File: src/hdl/kic_pkg.sv
// ----------------------------------------------------------------------------
// kic_pkg: shared types and constants of the keypad integer calculator
// Key codes, operation and phase codes, and the structs that pass between
// the key entry, the arithmetic unit and the top level.
// ----------------------------------------------------------------------------
`default_nettype none

package kic_pkg;

    // Operand and result width
    localparam int DATA_W = 32;
    localparam int CNT_W  = $clog2(DATA_W);
    localparam int KEY_W  = 8;
    localparam int DIG_W  = 4;

    // Default digit limit per operand
    localparam int MAX_DIGITS_DEF = 7;

    // ASCII key codes
    localparam logic [KEY_W-1:0] KEY_ZERO   = 8'd48;
    localparam logic [KEY_W-1:0] KEY_NINE   = 8'd57;
    localparam logic [KEY_W-1:0] KEY_PLUS   = 8'd43;
    localparam logic [KEY_W-1:0] KEY_MINUS  = 8'd45;
    localparam logic [KEY_W-1:0] KEY_TIMES  = 8'd42;
    localparam logic [KEY_W-1:0] KEY_DIVIDE = 8'd47;
    localparam logic [KEY_W-1:0] KEY_EQUALS = 8'd61;
    localparam logic [KEY_W-1:0] KEY_CLEAR  = 8'd67;

    typedef enum logic [1:0] {
        OP_ADD = 2'd0,
        OP_SUB = 2'd1,
        OP_MUL = 2'd2,
        OP_DIV = 2'd3
    } op_t;

    typedef enum logic [1:0] {
        PH_FIRST  = 2'd0,
        PH_SECOND = 2'd1,
        PH_WAIT   = 2'd2
    } phase_t;

    typedef enum logic [1:0] {
        ALU_IDLE = 2'd0,
        ALU_RUN  = 2'd1,
        ALU_DONE = 2'd2
    } alu_state_t;

    // Request from key entry to the arithmetic unit
    typedef struct packed {
        logic              start;
        op_t               op;
        logic [DATA_W-1:0] first;
        logic [DATA_W-1:0] second;
    } launch_t;

    // Status of the arithmetic unit
    typedef struct packed {
        logic              busy;
        logic              done;
        logic [DATA_W-1:0] result;
        logic              div_zero;
    } alu_status_t;

endpackage

`default_nettype wire

File: src/hdl/kic_entry.sv
// ----------------------------------------------------------------------------
// kic_entry: key decode and operand entry
// Builds the two decimal operands digit by digit, latches the operator and
// launches the arithmetic unit on the equals key.
// ----------------------------------------------------------------------------
`default_nettype none

module kic_entry #(
    parameter int MAX_DIGITS = kic_pkg::MAX_DIGITS_DEF
) (
    input  wire logic                       aclk,
    input  wire logic                       aresetn,
    input  wire logic                       key_valid,
    input  wire logic [kic_pkg::KEY_W-1:0]  key_code,
    output kic_pkg::launch_t                launch
);

    localparam logic [kic_pkg::DIG_W-1:0] MaxDig = kic_pkg::DIG_W'(MAX_DIGITS);

    kic_pkg::phase_t                phase_reg, phase_next;
    kic_pkg::op_t                   op_reg, op_next;
    logic [kic_pkg::DATA_W-1:0]     first_reg, first_next;
    logic [kic_pkg::DATA_W-1:0]     second_reg, second_next;
    logic [kic_pkg::DIG_W-1:0]      count_reg, count_next;

    logic                           is_digit;
    logic                           is_op;
    logic                           room;
    logic                           launch_start;
    logic [kic_pkg::DIG_W-1:0]      digit;
    logic [kic_pkg::DATA_W-1:0]     entry_acc;
    logic [kic_pkg::DATA_W-1:0]     entry_sum;

    // Key classification
    assign is_digit = (key_code >= kic_pkg::KEY_ZERO) && (key_code <= kic_pkg::KEY_NINE);
    assign is_op    = (key_code == kic_pkg::KEY_PLUS)  || (key_code == kic_pkg::KEY_MINUS) ||
                      (key_code == kic_pkg::KEY_TIMES) || (key_code == kic_pkg::KEY_DIVIDE);
    assign digit    = kic_pkg::DIG_W'(key_code - kic_pkg::KEY_ZERO);
    assign room     = count_reg < MaxDig;

    // acc*10 + digit as shifted terms
    assign entry_acc = (phase_reg == kic_pkg::PH_FIRST) ? first_reg : second_reg;
    assign entry_sum = {entry_acc[kic_pkg::DATA_W-4:0], 3'b000}
                     + {entry_acc[kic_pkg::DATA_W-2:0], 1'b0}
                     + kic_pkg::DATA_W'(digit);

    // Phase and operand update
    always_comb begin
        phase_next   = phase_reg;
        op_next      = op_reg;
        first_next   = first_reg;
        second_next  = second_reg;
        count_next   = count_reg;
        launch_start = 1'b0;
        if (key_valid) begin
            unique case (phase_reg)
                kic_pkg::PH_FIRST: begin
                    if (is_digit) begin
                        if (room) begin
                            first_next = entry_sum;
                            count_next = count_reg + 1'b1;
                        end
                    end else if (is_op) begin
                        priority if (key_code == kic_pkg::KEY_PLUS) begin
                            op_next = kic_pkg::OP_ADD;
                        end else if (key_code == kic_pkg::KEY_MINUS) begin
                            op_next = kic_pkg::OP_SUB;
                        end else if (key_code == kic_pkg::KEY_TIMES) begin
                            op_next = kic_pkg::OP_MUL;
                        end else begin
                            op_next = kic_pkg::OP_DIV;
                        end
                        count_next = '0;
                        phase_next = kic_pkg::PH_SECOND;
                    end
                end
                kic_pkg::PH_SECOND: begin
                    if (is_digit) begin
                        if (room) begin
                            second_next = entry_sum;
                            count_next  = count_reg + 1'b1;
                        end
                    end else if (key_code == kic_pkg::KEY_EQUALS) begin
                        launch_start = 1'b1;
                        phase_next   = kic_pkg::PH_WAIT;
                    end
                end
                default: begin
                    // waiting for clear
                    if (key_code == kic_pkg::KEY_CLEAR) begin
                        first_next  = '0;
                        second_next = '0;
                        count_next  = '0;
                        phase_next  = kic_pkg::PH_FIRST;
                    end
                end
            endcase
        end
    end

    assign launch.start  = launch_start;
    assign launch.op     = op_reg;
    assign launch.first  = first_reg;
    assign launch.second = second_reg;

    always_ff @(posedge aclk) begin
        if (!aresetn) begin
            phase_reg  <= kic_pkg::PH_FIRST;
            op_reg     <= kic_pkg::OP_ADD;
            first_reg  <= '0;
            second_reg <= '0;
            count_reg  <= '0;
        end else begin
            phase_reg  <= phase_next;
            op_reg     <= op_next;
            first_reg  <= first_next;
            second_reg <= second_next;
            count_reg  <= count_next;
        end
    end

endmodule

`default_nettype wire

File: src/hdl/kic_alu.sv
// ----------------------------------------------------------------------------
// kic_alu: arithmetic unit
// Add and subtract in one step; multiply by shift-and-add and divide by
// restoring division, one operand bit per cycle.
// ----------------------------------------------------------------------------
`default_nettype none

module kic_alu (
    input  wire logic             aclk,
    input  wire logic             aresetn,
    input  wire kic_pkg::launch_t launch,
    input  wire logic             take,
    output kic_pkg::alu_status_t  status
);

    localparam int W = kic_pkg::DATA_W;

    kic_pkg::alu_state_t        state_reg, state_next;
    kic_pkg::op_t               op_reg, op_next;
    logic [kic_pkg::CNT_W-1:0]  cnt_reg, cnt_next;
    logic [W-1:0]               a_reg, a_next;     // multiplier / quotient
    logic [W-1:0]               b_reg, b_next;     // multiplicand / divisor
    logic [W-1:0]               acc_reg, acc_next; // product / remainder
    logic                       dz_reg, dz_next;

    logic [W:0]                 rem_sh;
    logic [W+1:0]               diff;
    logic                       fits;

    // Restoring division trial subtract
    assign rem_sh = {acc_reg, a_reg[W-1]};
    assign diff   = {1'b0, rem_sh} - {2'b00, b_reg};
    assign fits   = ~diff[W+1];

    // Sequencer
    always_comb begin
        state_next = state_reg;
        op_next    = op_reg;
        cnt_next   = cnt_reg;
        a_next     = a_reg;
        b_next     = b_reg;
        acc_next   = acc_reg;
        dz_next    = dz_reg;
        unique case (state_reg)
            kic_pkg::ALU_IDLE: begin
                if (launch.start) begin
                    op_next  = launch.op;
                    cnt_next = '1;
                    dz_next  = 1'b0;
                    unique case (launch.op)
                        kic_pkg::OP_ADD: begin
                            acc_next   = launch.first + launch.second;
                            state_next = kic_pkg::ALU_DONE;
                        end
                        kic_pkg::OP_SUB: begin
                            acc_next   = launch.first - launch.second;
                            state_next = kic_pkg::ALU_DONE;
                        end
                        kic_pkg::OP_MUL: begin
                            a_next     = launch.second;
                            b_next     = launch.first;
                            acc_next   = '0;
                            state_next = kic_pkg::ALU_RUN;
                        end
                        default: begin
                            a_next     = launch.first;
                            b_next     = launch.second;
                            acc_next   = '0;
                            dz_next    = (launch.second == '0);
                            state_next = kic_pkg::ALU_RUN;
                        end
                    endcase
                end
            end
            kic_pkg::ALU_RUN: begin
                if (op_reg == kic_pkg::OP_MUL) begin
                    if (a_reg[0]) begin
                        acc_next = acc_reg + b_reg;
                    end
                    b_next = {b_reg[W-2:0], 1'b0};
                    a_next = {1'b0, a_reg[W-1:1]};
                end else begin
                    // divisor zero yields an all-ones quotient by itself
                    acc_next = fits ? diff[W-1:0] : rem_sh[W-1:0];
                    a_next   = {a_reg[W-2:0], fits};
                end
                cnt_next = cnt_reg - 1'b1;
                if (cnt_reg == '0) begin
                    state_next = kic_pkg::ALU_DONE;
                end
            end
            default: begin
                if (take) begin
                    state_next = kic_pkg::ALU_IDLE;
                end
            end
        endcase
    end

    assign status.busy     = (state_reg != kic_pkg::ALU_IDLE);
    assign status.done     = (state_reg == kic_pkg::ALU_DONE);
    assign status.result   = (op_reg == kic_pkg::OP_DIV) ? a_reg : acc_reg;
    assign status.div_zero = dz_reg;

    always_ff @(posedge aclk) begin
        if (!aresetn) begin
            state_reg <= kic_pkg::ALU_IDLE;
        end else begin
            state_reg <= state_next;
        end
    end

    always_ff @(posedge aclk) begin
        op_reg  <= op_next;
        cnt_reg <= cnt_next;
        a_reg   <= a_next;
        b_reg   <= b_next;
        acc_reg <= acc_next;
        dz_reg  <= dz_next;
    end

endmodule

`default_nettype wire

File: src/hdl/keypad_integer_calculator.sv
// ----------------------------------------------------------------------------
// keypad_integer_calculator: four-function 32-bit keypad calculator
// One ASCII key per input beat; one result beat per completed calculation.
// ----------------------------------------------------------------------------
// Digit, operator and clear keys are taken one per cycle while the
// arithmetic unit is idle. The equals key starts that unit: add and
// subtract finish in a single step, multiply and divide run the 32
// one-bit steps of the shared shift-and-add / restoring-divide loop.
// While that unit is busy or holds a result the output register has not
// yet taken, s_tready is low. A finished result waits in the output
// register without blocking further keys.
`default_nettype none

module keypad_integer_calculator #(
    parameter int MAX_DIGITS = kic_pkg::MAX_DIGITS_DEF
) (
    input  wire logic        aclk,
    input  wire logic        aresetn,
    input  wire logic        s_tvalid,
    output logic             s_tready,
    input  wire logic [7:0]  s_tdata,   // [7:0] key_code
    output logic             m_tvalid,
    input  wire logic        m_tready,
    output logic [39:0]      m_tdata    // [31:0] result_value, [32] divide_by_zero
);

    kic_pkg::launch_t               launch;
    kic_pkg::alu_status_t           status;
    logic                           key_beat;
    logic                           take;

    logic                           out_valid_reg, out_valid_next;
    logic [kic_pkg::DATA_W-1:0]     out_result_reg;
    logic                           out_dz_reg;

    assign s_tready = ~status.busy;
    assign key_beat = s_tvalid & s_tready;

    kic_entry #(
        .MAX_DIGITS (MAX_DIGITS)
    ) u_entry (
        .aclk      (aclk),
        .aresetn   (aresetn),
        .key_valid (key_beat),
        .key_code  (s_tdata),
        .launch    (launch)
    );

    kic_alu u_alu (
        .aclk    (aclk),
        .aresetn (aresetn),
        .launch  (launch),
        .take    (take),
        .status  (status)
    );

    // Output register
    assign take = status.done & (~out_valid_reg | m_tready);

    always_comb begin
        out_valid_next = out_valid_reg;
        if (take) begin
            out_valid_next = 1'b1;
        end else if (m_tready) begin
            out_valid_next = 1'b0;
        end
    end

    always_ff @(posedge aclk) begin
        if (!aresetn) begin
            out_valid_reg <= 1'b0;
        end else begin
            out_valid_reg <= out_valid_next;
        end
    end

    always_ff @(posedge aclk) begin
        if (take) begin
            out_result_reg <= status.result;
            out_dz_reg     <= status.div_zero;
        end
    end

    assign m_tvalid = out_valid_reg;
    assign m_tdata  = {7'b0000000, out_dz_reg, out_result_reg};

endmodule

`default_nettype wire
File: config.mk
export PLATFORM = sky130hd
export DESIGN_NAME = keypad_integer_calculator
export DESIGN_NICKNAME = d
export VERILOG_FILES = /design/src/hdl/kic_pkg.sv /design/src/hdl/kic_entry.sv /design/src/hdl/kic_alu.sv /design/src/hdl/keypad_integer_calculator.sv
export SDC_FILE = /design/constraint.sdc
export NUM_CORES = 1
export LEC_CHECK = 0
export BUFFER_PORTS_ARGS = -buffer_cell sky130_fd_sc_hd__buf_2
export CORE_UTILIZATION = 40
export DETAILED_ROUTE_END_ITERATION = 10
export PLACE_DENSITY = 0.57
export SYNTH_ARGS = -nofsm -noshare
export SYNTH_HDL_FRONTEND = slang
export SYNTH_SLANG_ARGS = --single-unit
File: constraint.sdc
create_clock -name aclk -period 14.1 [get_ports aclk]
set_input_delay 1.41 -clock aclk [delete_from_list [all_inputs] [get_ports aclk]]
set_output_delay 1.41 -clock aclk [all_outputs]
set_load 0.03 [all_outputs]
* Yosys cells after proc, flatten, opt, wreduce, memory -nomap -nowiden *
Index checks and enable logic that the tools add are counted.
W data, S select, Z words.

word-level totals
  latch bits = 0
  memories = 0
  flip-flop bits (word level) = 212
  ROM bits = 0
  output and inout bits = 42
  memory bits (writable) = 0

cells by class
  mux-type cells = 49
  reduce and logical (&&, ||, !) cells = 29
  equality and inequality tests = 27
  shifts and indexed selects = 0
  add/subtract/negate cells = 9
  order comparisons = 3
  div/mod/pow operators = 0
  $mul = 0
  bitwise gates (word level) = 9

operators by type and width
  kind                  number
  $pmux W32 S2          8
  $mux W32              12
  $add A32 B32 Y32      3
  $eq A8 B6 Y1 const B  5
  $sub A33 B32 Y34      1
  $add A32 B4 Y32       1
  $logic_not A32 Y1     1
  $sub A32 B32 Y32      1
  $mux W31              1
  $mux W2               11
  $mux W4               5
  $ne A2 B1 Y1 const B  8
  $reduce_and A4 Y1     3
  $pmux W5 S2           1
  $reduce_and A5 Y1     2
  $reduce_bool A2 Y1    5
  $reduce_and A3 Y1     3
  $eq A2 B2 Y1 const B  4
  $eq A8 B7 Y1 const B  1
  $ge A8 B6 Y1 const B  1
  $le A8 B6 Y1 const B  1
  $ne A2 B2 Y1 const B  4
  $pmux W2 S2           2
  $pmux W4 S2           1
  other kinds (21)      41

* Longest topological paths before layout *
Gate-level depths: netlist of run 1.

  depth in word-level cells = 7
  depth in mapped cells = 20
  gate-level depth less buffers = 20

* Modules after synthesis *
A second synthesis of run 1 with hierarchy kept.

second synthesis, totals
  cell total of the unflattened synthesis = 2,143
  area, all modules = 17,740.8 um2

modules (own cells, without submodules)
  module                     area an instance (um2)  times used  cells each  sequential area each (um2)
  kic_alu                    11,588.6                1           1,461       3,163.0
  kic_entry                  5,039.8                 1           634         1,441.4
  keypad_integer_calculator  1,112.3                 1           48          1,011.0

* Least setup slack after synthesis of run 1 *
OpenSTA, ideal clock, no wires.

  path kind = input port to flip-flop
  start = input s_tdata[7]
  end = register u_alu.b_reg[0], enable pin
  stages on the path = 7
  path slack = 9.244 ns
  path buffers = 0
  data arrival time = 4.464 ns
  cells stage by stage = nor3b_1 -> nand2_1 -> nor4b_1 -> nand2_1 -> nand2_1 -> o31a_1 -> and2_1

on the way
  longest elaborated chain between the ends = 7

ends and longest elaborated chain
  element                                         line                              text
  start, declared                                 keypad_integer_calculator.sv:21   input wire logic [7:0] s_tdata,
  $ge A8 B6 Y1, or another cell as far along      kic_entry.sv:35                   assign is_digit = (key_code >= kic_pkg::KEY_ZERO) && (key_code <= kic_pkg::KEY_NINE);
  $logic_and A1 B1 Y1 or $mux W1 (tied branches)  kic_entry.sv:35, kic_entry.sv:83
  $mux W1 (*)                                     kic_entry.sv:78                   if (is_digit) begin
  $mux W1 (*)                                     kic_entry.sv:56                   unique case (phase_reg)
  $mux W1 (*)                                     kic_entry.sv:55                   if (key_valid) begin
  $ne A2 B2 Y1 (no line) (*)                      n/a
  $reduce_and A4 Y1 (no line) (*)                 n/a
  end signal, assigned                            kic_alu.sv:117                    b_reg <= b_next;
  end, declared                                   kic_alu.sv:22                     logic [W-1:0] b_reg, b_next;

Every way passes the cells marked *; elsewhere a longest branch is shown, timed or not.
A chain may end at the register's enable or synchronous reset.

* Worst setup path in the final report of run 1 *
  start = register u_entry.phase_reg[1]
  end = register u_entry.first_reg[26] (netlist bit)

on the way
  longest elaborated chain between the ends = 7

ends and longest elaborated chain
  element                 line                              text
  start, declared         kic_entry.sv:20                   kic_pkg::phase_t phase_reg, phase_next;
  start signal, assigned  kic_entry.sv:108                  phase_reg <= kic_pkg::PH_FIRST;
  start signal, assigned  kic_entry.sv:114                  phase_reg <= phase_next;
  $logic_not A2 Y1        kic_entry.sv:42, kic_entry.sv:56
  $mux W31                kic_entry.sv:42                   assign entry_acc = (phase_reg == kic_pkg::PH_FIRST) ? first_reg : second_reg;
  $add A32 B32 Y32        kic_entry.sv:44                   + {entry_acc[kic_pkg::DATA_W-2:0], 1'b0}
  $add A32 B4 Y32         kic_entry.sv:45                   + kic_pkg::DATA_W'(digit);
  $mux W32                kic_entry.sv:59                   if (room) begin
  $mux W32                n/a
  $pmux W32 S2            kic_entry.sv:56
  end signal, assigned    kic_entry.sv:116                  first_reg <= first_next;
  end, declared           kic_entry.sv:22                   logic [kic_pkg::DATA_W-1:0] first_reg, first_next;

Several ways; a longest one is shown, not always the timed one. The select of a mux whose other input is x is not followed.

==> run metrics, run 1 <==
# port buffers=46; RR Endpoint=u_entry.first_reg[26]; CP Max Fanout=33; Req. time, crit path=14.54 ns; Nets=2303; worst slew pin tran=1.17 ns; CTS-repair resized insts=0; 1st-iter DRT viols=1358; met1 Track Usage GR=0.351; total I/O pin count=54; Filler Cells Inserted=4328; Sw Ratio=0.221; setup TNS=0 ns; number of synthesized register bits=212; initial antenna violation count=0; Sink Count=212; Compound-Gate Fraction of Synth Area=0.229; vias in the first global route=14700; Core Area=43400 um2; Fin. Hold Viols=0; fraction of layout instances using a drive strength above 1=0.0735; share of total power in the clock network=0.487; DRC=0; setup violators final=0; P_int=1.04 mW; Avg Inst Size Synth=8.18 um2; placed cell areas=18300 um2; max-cap violations=0; RSZ-0062 raised after global routing=no; clock skew=0.0316 ns; WL final=52.7 mm; sw power=295 uW; CTS H-tree lvls=1; fin area=19200 um2; All-Layer GR Usage=0.233; Initial Util=0.408; drt pass-1 iters=7; Sequential Power Share=0.491; Crit Path Class=flop to flop; die width=212 um; f_max=0.204 GHz; via density per instance=5.68; crit path to=u_entry.first_reg[26]; Critical Path Start Type=flop; height of the die=212 um; post-synthesis mux area share=0.0226; Placer Congestion=0.949; via count of the routed design=15500; Worst setup EP type=flop; Cells after Synth=2163; met2 usage=0.356; leakage power=8.09 nW; register area share after synthesis=0.317; status=finished clean; Async S/R FF share, synth=0; Layout area overhead=8.24%; pwr/cell area=69.6 nW/um2; Post-CTS Setup Bufs=0; Period minus WS final=4.89 ns; CTS Buffer Depth=3; R2R depth=17; Synth Area in XOR/XNOR=0.0698; first-pass GRT wire length=82.4 mm; Tcrit/Tclk final=0.347; Cell Area, Synth=17700 um2; EDFF count, synth=137; largest net degree at the start of global routing=86; root buffer cell=clkbuf_16; Synth cell types=70; simple-gate area share of the yosys netlist=0.199; busiest layer in global routing=met2; RR Startpoint=u_entry.phase_reg[1]; Antenna diodes=0; Arrival @ worst endpoint=5.33 ns; routed length per placed instance=19.3 um; maximum vdd ir drop=0.0540 mV; hold_buf cts=0; HP Class=flop to flop; global routing usage on met3=0.0235; crit path from=u_entry.phase_reg[1]; Pins Over Slew Limit=0; Gate power share=0.022; Clk Latency, worst-skew pair=0.56 ns; Cell Rows=76; Clock transition at path regs=0.06 ns; TritonCTS buffer count=27; Die Area=45100 um2; hold wc startpoint=u_alu.dz_reg; YS warnings=0; R2R setup slack=9.21 ns; top_reg_cell synth=edfxtp_1; largest family of logic cells by synthesized area=compound AO/OA/AOI/OAI gates; HPWL Detailed=39.9 mm; DRT antenna net count=0; Adder-Cell Fraction of Synth Area=0.115; GRT Residual Overflow=0; TritonCTS clock tree=yes; Slew HR=0.219
## through the flow
step / util / hold slack, ns / power, mW / setup slack [ns] / instances
final: 0.442 / 0.433 / 1.33 / 9.21 / 2736
after global routing: 0.442 / 0.440 / 1.37 / 8.84 / 2736
after CTS: 0.442 / 0.432 / 1.34 / 9.19 / 2736
after detailed placement: 0.423 / 0.418 / 0.697 / 9.07 / 2687
after global placement: 0.423 / 0.401 / 0.696 / 9.14 / 2687
after floorplan: - / 0.400 / 0.690 / 9.24 / 2169
## layer usage
metal	up-vias	wire length, um
li1	7741	-
met1	7324	26700
met2	429	22500
met3	54	2790
met4	0	815
met5	-	0
## cell type report
type	instances	area [um2]	share of cell area
Sequential cell	212	5620	0.293
Timing Repair Buffer	66	380	0.0199
Inverter	76	285	0.0149
Tap cell	585	732	0.0382
Multi-Input combinational cell	1748	11300	0.591
Clock buffer	35	751	0.0392
Clock inverter	14	75.1	0.00392
## cell usage after synthesis (17+ instances only)
library cell | instances | area (um2)
nor3_1 | 24 | 120
a31oi_1 | 74 | 463
ha_1 | 155 | 1940
xnor2_1 | 86 | 753
a211oi_1 | 17 | 128
o211ai_1 | 20 | 150
mux2_2 | 32 | 360
a21oi_1 | 153 | 766
clkbuf_1 | 110 | 413
nor2b_1 | 60 | 375
dfxtp_1 | 75 | 1500
a21o_1 | 56 | 420
o21ai_0 | 103 | 515
edfxtp_1 | 137 | 4110
nor2_1 | 135 | 507
nand2b_1 | 32 | 200
nand3_1 | 44 | 220
a22oi_1 | 47 | 353
inv_1 | 76 | 285
nand2_1 | 396 | 1490
o21bai_1 | 17 | 128
xor2_1 | 55 | 482
and3_1 | 35 | 219
## cell families (layout without fill, tap and decap cells)
kind of cell / count (synthesis) / count (layout)
XOR/XNOR: 141 / 141
buffers and inverters: 209 / 191
flip-flops: 212 / 212
AND/OR/NAND/NOR: 781 / 781
AO/OA/AOI/OAI: 623 / 623
multiplexers: 36 / 36
other: 1 / 7
adder cells (fa/ha/maj): 160 / 160
## critical path, stage by stage (launching register included)
cell and delay, ns:
dfxtp_1 0.51, or2_2 0.65, nand2_1 0.10, o21ai_0 0.13
inv_1 0.10, fa_1 0.50, inv_1 0.07, fa_1 0.46
a21o_1 0.17, a21oi_1 0.30, o21ai_1 0.18, a311oi_2 0.39
or3_1 0.20, a21boi_1 0.16, a221o_1 0.36, a21oi_1 0.18
xnor2_1 0.10, a32o_1 0.21
## worst min path at each step
stage	end	slack, ns	depth (start not counted)
2_1_floorplan	out_dz_reg	0.40	0
3_3_place_gp	out_dz_reg	0.40	0
3_5_place_dp	out_dz_reg	0.42	0
4_1_cts	out_dz_reg	0.43	0
5_1_grt	out_dz_reg	0.44	0
6_report	out_dz_reg	0.43	0
## power by group through the flow
stage | clock network, mW | registers (mW) | logic (mW)
final | 0.648 | 0.655 | 0.0292
after global routing | 0.685 | 0.655 | 0.0320
after CTS | 0.660 | 0.655 | 0.0289
after detailed placement | 0 | 0.668 | 0.0288
after global placement | 0 | 0.668 | 0.0285
after floorplan | 0 | 0.668 | 0.0221
## placed cells by master (no fill, tap or decap), types with 9 or more instances in the layout
| master | n |
|---|---|
| nor2_1 | 134 |
| and3_1 | 35 |
| inv_1 | 76 |
| buf_2 | 46 |
| dfxtp_1 | 75 |
| a21oi_1 | 153 |
| a22o_1 | 14 |
| and2_1 | 9 |
| nand3_1 | 44 |
| o211ai_1 | 20 |
| nor3_1 | 23 |
| nor2b_1 | 56 |
| nand2_1 | 396 |
| o31ai_1 | 11 |
| a31oi_1 | 74 |
| ha_1 | 155 |
| nor4_1 | 10 |
| xnor2_1 | 86 |
| o21ai_0 | 103 |
| a211oi_1 | 17 |
| edfxtp_1 | 137 |
| a22oi_1 | 47 |
| xor2_1 | 55 |
| o21bai_1 | 17 |
| o22ai_1 | 14 |
| buf_4 | 20 |
| clkbuf_16 | 28 |
| a21boi_0 | 16 |
| nand2b_1 | 29 |
| nand4_1 | 16 |
| mux2_2 | 32 |
| o21a_1 | 13 |
| a21o_1 | 56 |
Note: power is estimated with default switching activity, not from simulation.
==> run 2, diff against run 1 <==
==> constraint.sdc (replaced) <==
create_clock -name aclk -period 5 [get_ports aclk]
set_input_delay 0.5 -clock aclk [delete_from_list [all_inputs] [get_ports aclk]]
set_output_delay 0.5 -clock aclk [all_outputs]
set_load 0.03 [all_outputs]
==> run metrics, run 2 (synthesis gave the netlist of run 1 again) <==
Critical Path Start Type=flop; hold depth=3 (+3); Worst setup EP type=flop; drt pass-1 iters=5 (-2); Arrival @ worst endpoint=5.00 ns (-0.33 ns); Pins Over Slew Limit=0 (unchanged); Clock transition at path regs=0.06 ns (about the same); initial antenna violation count=0 (unchanged); Sink Count=212 (unchanged); crit-path cells=or2_2 > o21ai_0 > inv_1 > fa_1 > inv_1 > fa_1 > a21o_1 > a21oi_1 > o21ai_1 > a311oi_2 > or3_1 > a21boi_1 > a221o_1 > a21oi_1 > xnor2_1 > a32o_1; f_max=0.220 GHz (+7.4%); first-pass GRT wire length=82.8 mm (+0.44%); Antenna diodes=0 (unchanged); Clk Latency, worst-skew pair=0.57 ns (about the same); clock skew=0.0237 ns (-0.00784 ns); HPWL Detailed=40.2 mm (+0.52%); All-Layer GR Usage=0.232 (-0.000259); Req. time, crit path=5.45 ns (-9.09 ns); Fin. Hold Viols=0 (unchanged); worst slew pin tran=1.22 ns (+0.0527 ns); hold_buf cts=0 (unchanged); GRT Residual Overflow=0 (unchanged); max-cap violations=0 (unchanged); most frequent cells in the layout=nand2_1 (396), ha_1 (155), a21oi_1 (153); Die Area=45100 um2 (unchanged); 1st-iter DRT viols=1238 (-8.8%); DRC=0 (unchanged); Period minus WS final=4.55 ns (-0.339 ns); HP Class=input port to flop; Cell Rows=76 (unchanged); Stages on worst setup path=16 (-1); Crit Path Class=flop to flop; DRT antenna net count=0 (unchanged); # port buffers=46 (unchanged); TritonCTS clock tree=yes; via count of the routed design=15600 (+0.57%); Cell Count, Final, Fillers Out=2748 (+0.44%); via density per instance=5.69 (+0.13%); CP Max Fanout=10 (-70%); height of the die=212 um (unchanged); placed insts=2696 (+0.33%); maximum vdd ir drop=0.197 mV (+270%); leakage power=8.16 nW (+0.77%); Layout area overhead=8.87%; total I/O pin count=54 (unchanged); root buffer cell=clkbuf_16; die width=212 um (unchanged); WL final=52.4 mm (-0.66%); Max stage delay on crit path=0.50 ns (-0.15 ns); Core Area=43400 um2 (unchanged); Slew HR=0.183 (-0.0353); status=finished clean; CTS-repair resized insts=0 (unchanged); Placer Congestion=0.971 (+2.3%); CTS H-tree lvls=1 (unchanged); vias in the first global route=14800 (+0.37%); setup violators final=0 (unchanged); Nets=2314 (+0.48%); Worst path top cell family by delay=compound AO/OA/AOI/OAI gates; largest net degree at the start of global routing=80 (-7.0%); Initial Util=0.408 (unchanged); R2R depth=16 (-1); CTS Buffer Depth=3 (unchanged); pwr/cell area=198 nW/um2 (+190%); CP max stage cell=fa_1; routed length per placed instance=19.1 um (-1.1%); Tcrit/Tclk final=0.911 (+0.564); RSZ-0062 raised after global routing=no; TritonCTS buffer count=27 (unchanged); setup TNS=0 ns (unchanged); fraction of layout instances using a drive strength above 1=0.0814 (+0.00791); CP bufs+invs=2 (unchanged); Post-CTS Setup Bufs=0 (unchanged); commonest non-fill, non-tap cell in the layout=nand2_1
## run 2: per-stage QoR
step	util	power (mW)	setup WS (ns)	area, um2	hold WS, ns
floorplan	-	1.95	0.562	17700	0.400
global placement	0.424	1.97	0.403	18400	0.403
detailed placement	0.424	1.97	0.309	18400	0.432
CTS	0.444	3.86	0.272	19200	0.221
global route	0.444	3.94	0.0358	19300	0.266
finish	0.444	3.82	0.447	19300	0.240
## run 2: final cells by class
cell class | count | area [um2]
fillers | 4338 | 24100
multi-input cells | 1748 | 11300
inverters | 76 | 285
clock inverters | 19 | 153
well taps | 585 | 732
clock buffers | 31 | 702
flip-flops and latches | 212 | 5620
repair buffers | 77 | 463
## run 2: worst paths after layout
check             slack (ns)            startpoint               endpoint
hold / removal          0.24              m_tready               m_tvalid
setup / recovery        0.45  u_entry.phase_reg[1]  u_entry.first_reg[26]
hold reg to reg         0.44          u_alu.dz_reg             out_dz_reg
setup reg to reg        0.45  u_entry.phase_reg[1]  u_entry.first_reg[26]
## run 2: worst reg2reg max path, delay by kind of cell, from the launching register on
kind / cells / cell delay, ns
adders and majority gates: 2 / 0.97
DFF: 1 / 0.40
buffers and inverters: 2 / 0.17
xor gates and xnor gates: 1 / 0.11
AOI/OAI and AO/OA: 9 / 2.19
and+or+nand+nor: 2 / 0.60
## run 2: report_power, final
group          internal [mW]  switching [mW]  total [mW]
logic                 0.0292          0.0552      0.0844
clock network           1.07           0.823        1.89
registers               1.84         0.00115        1.85
total                   2.94           0.879        3.82
## run 2: metal layers
layer | routed length (um) | GRT usage
met5 | 0 | 0
met4 | 1460 | 0.0744
met2 | 21700 | 0.345
met1 | 25900 | 0.349
met3 | 3310 | 0.0250
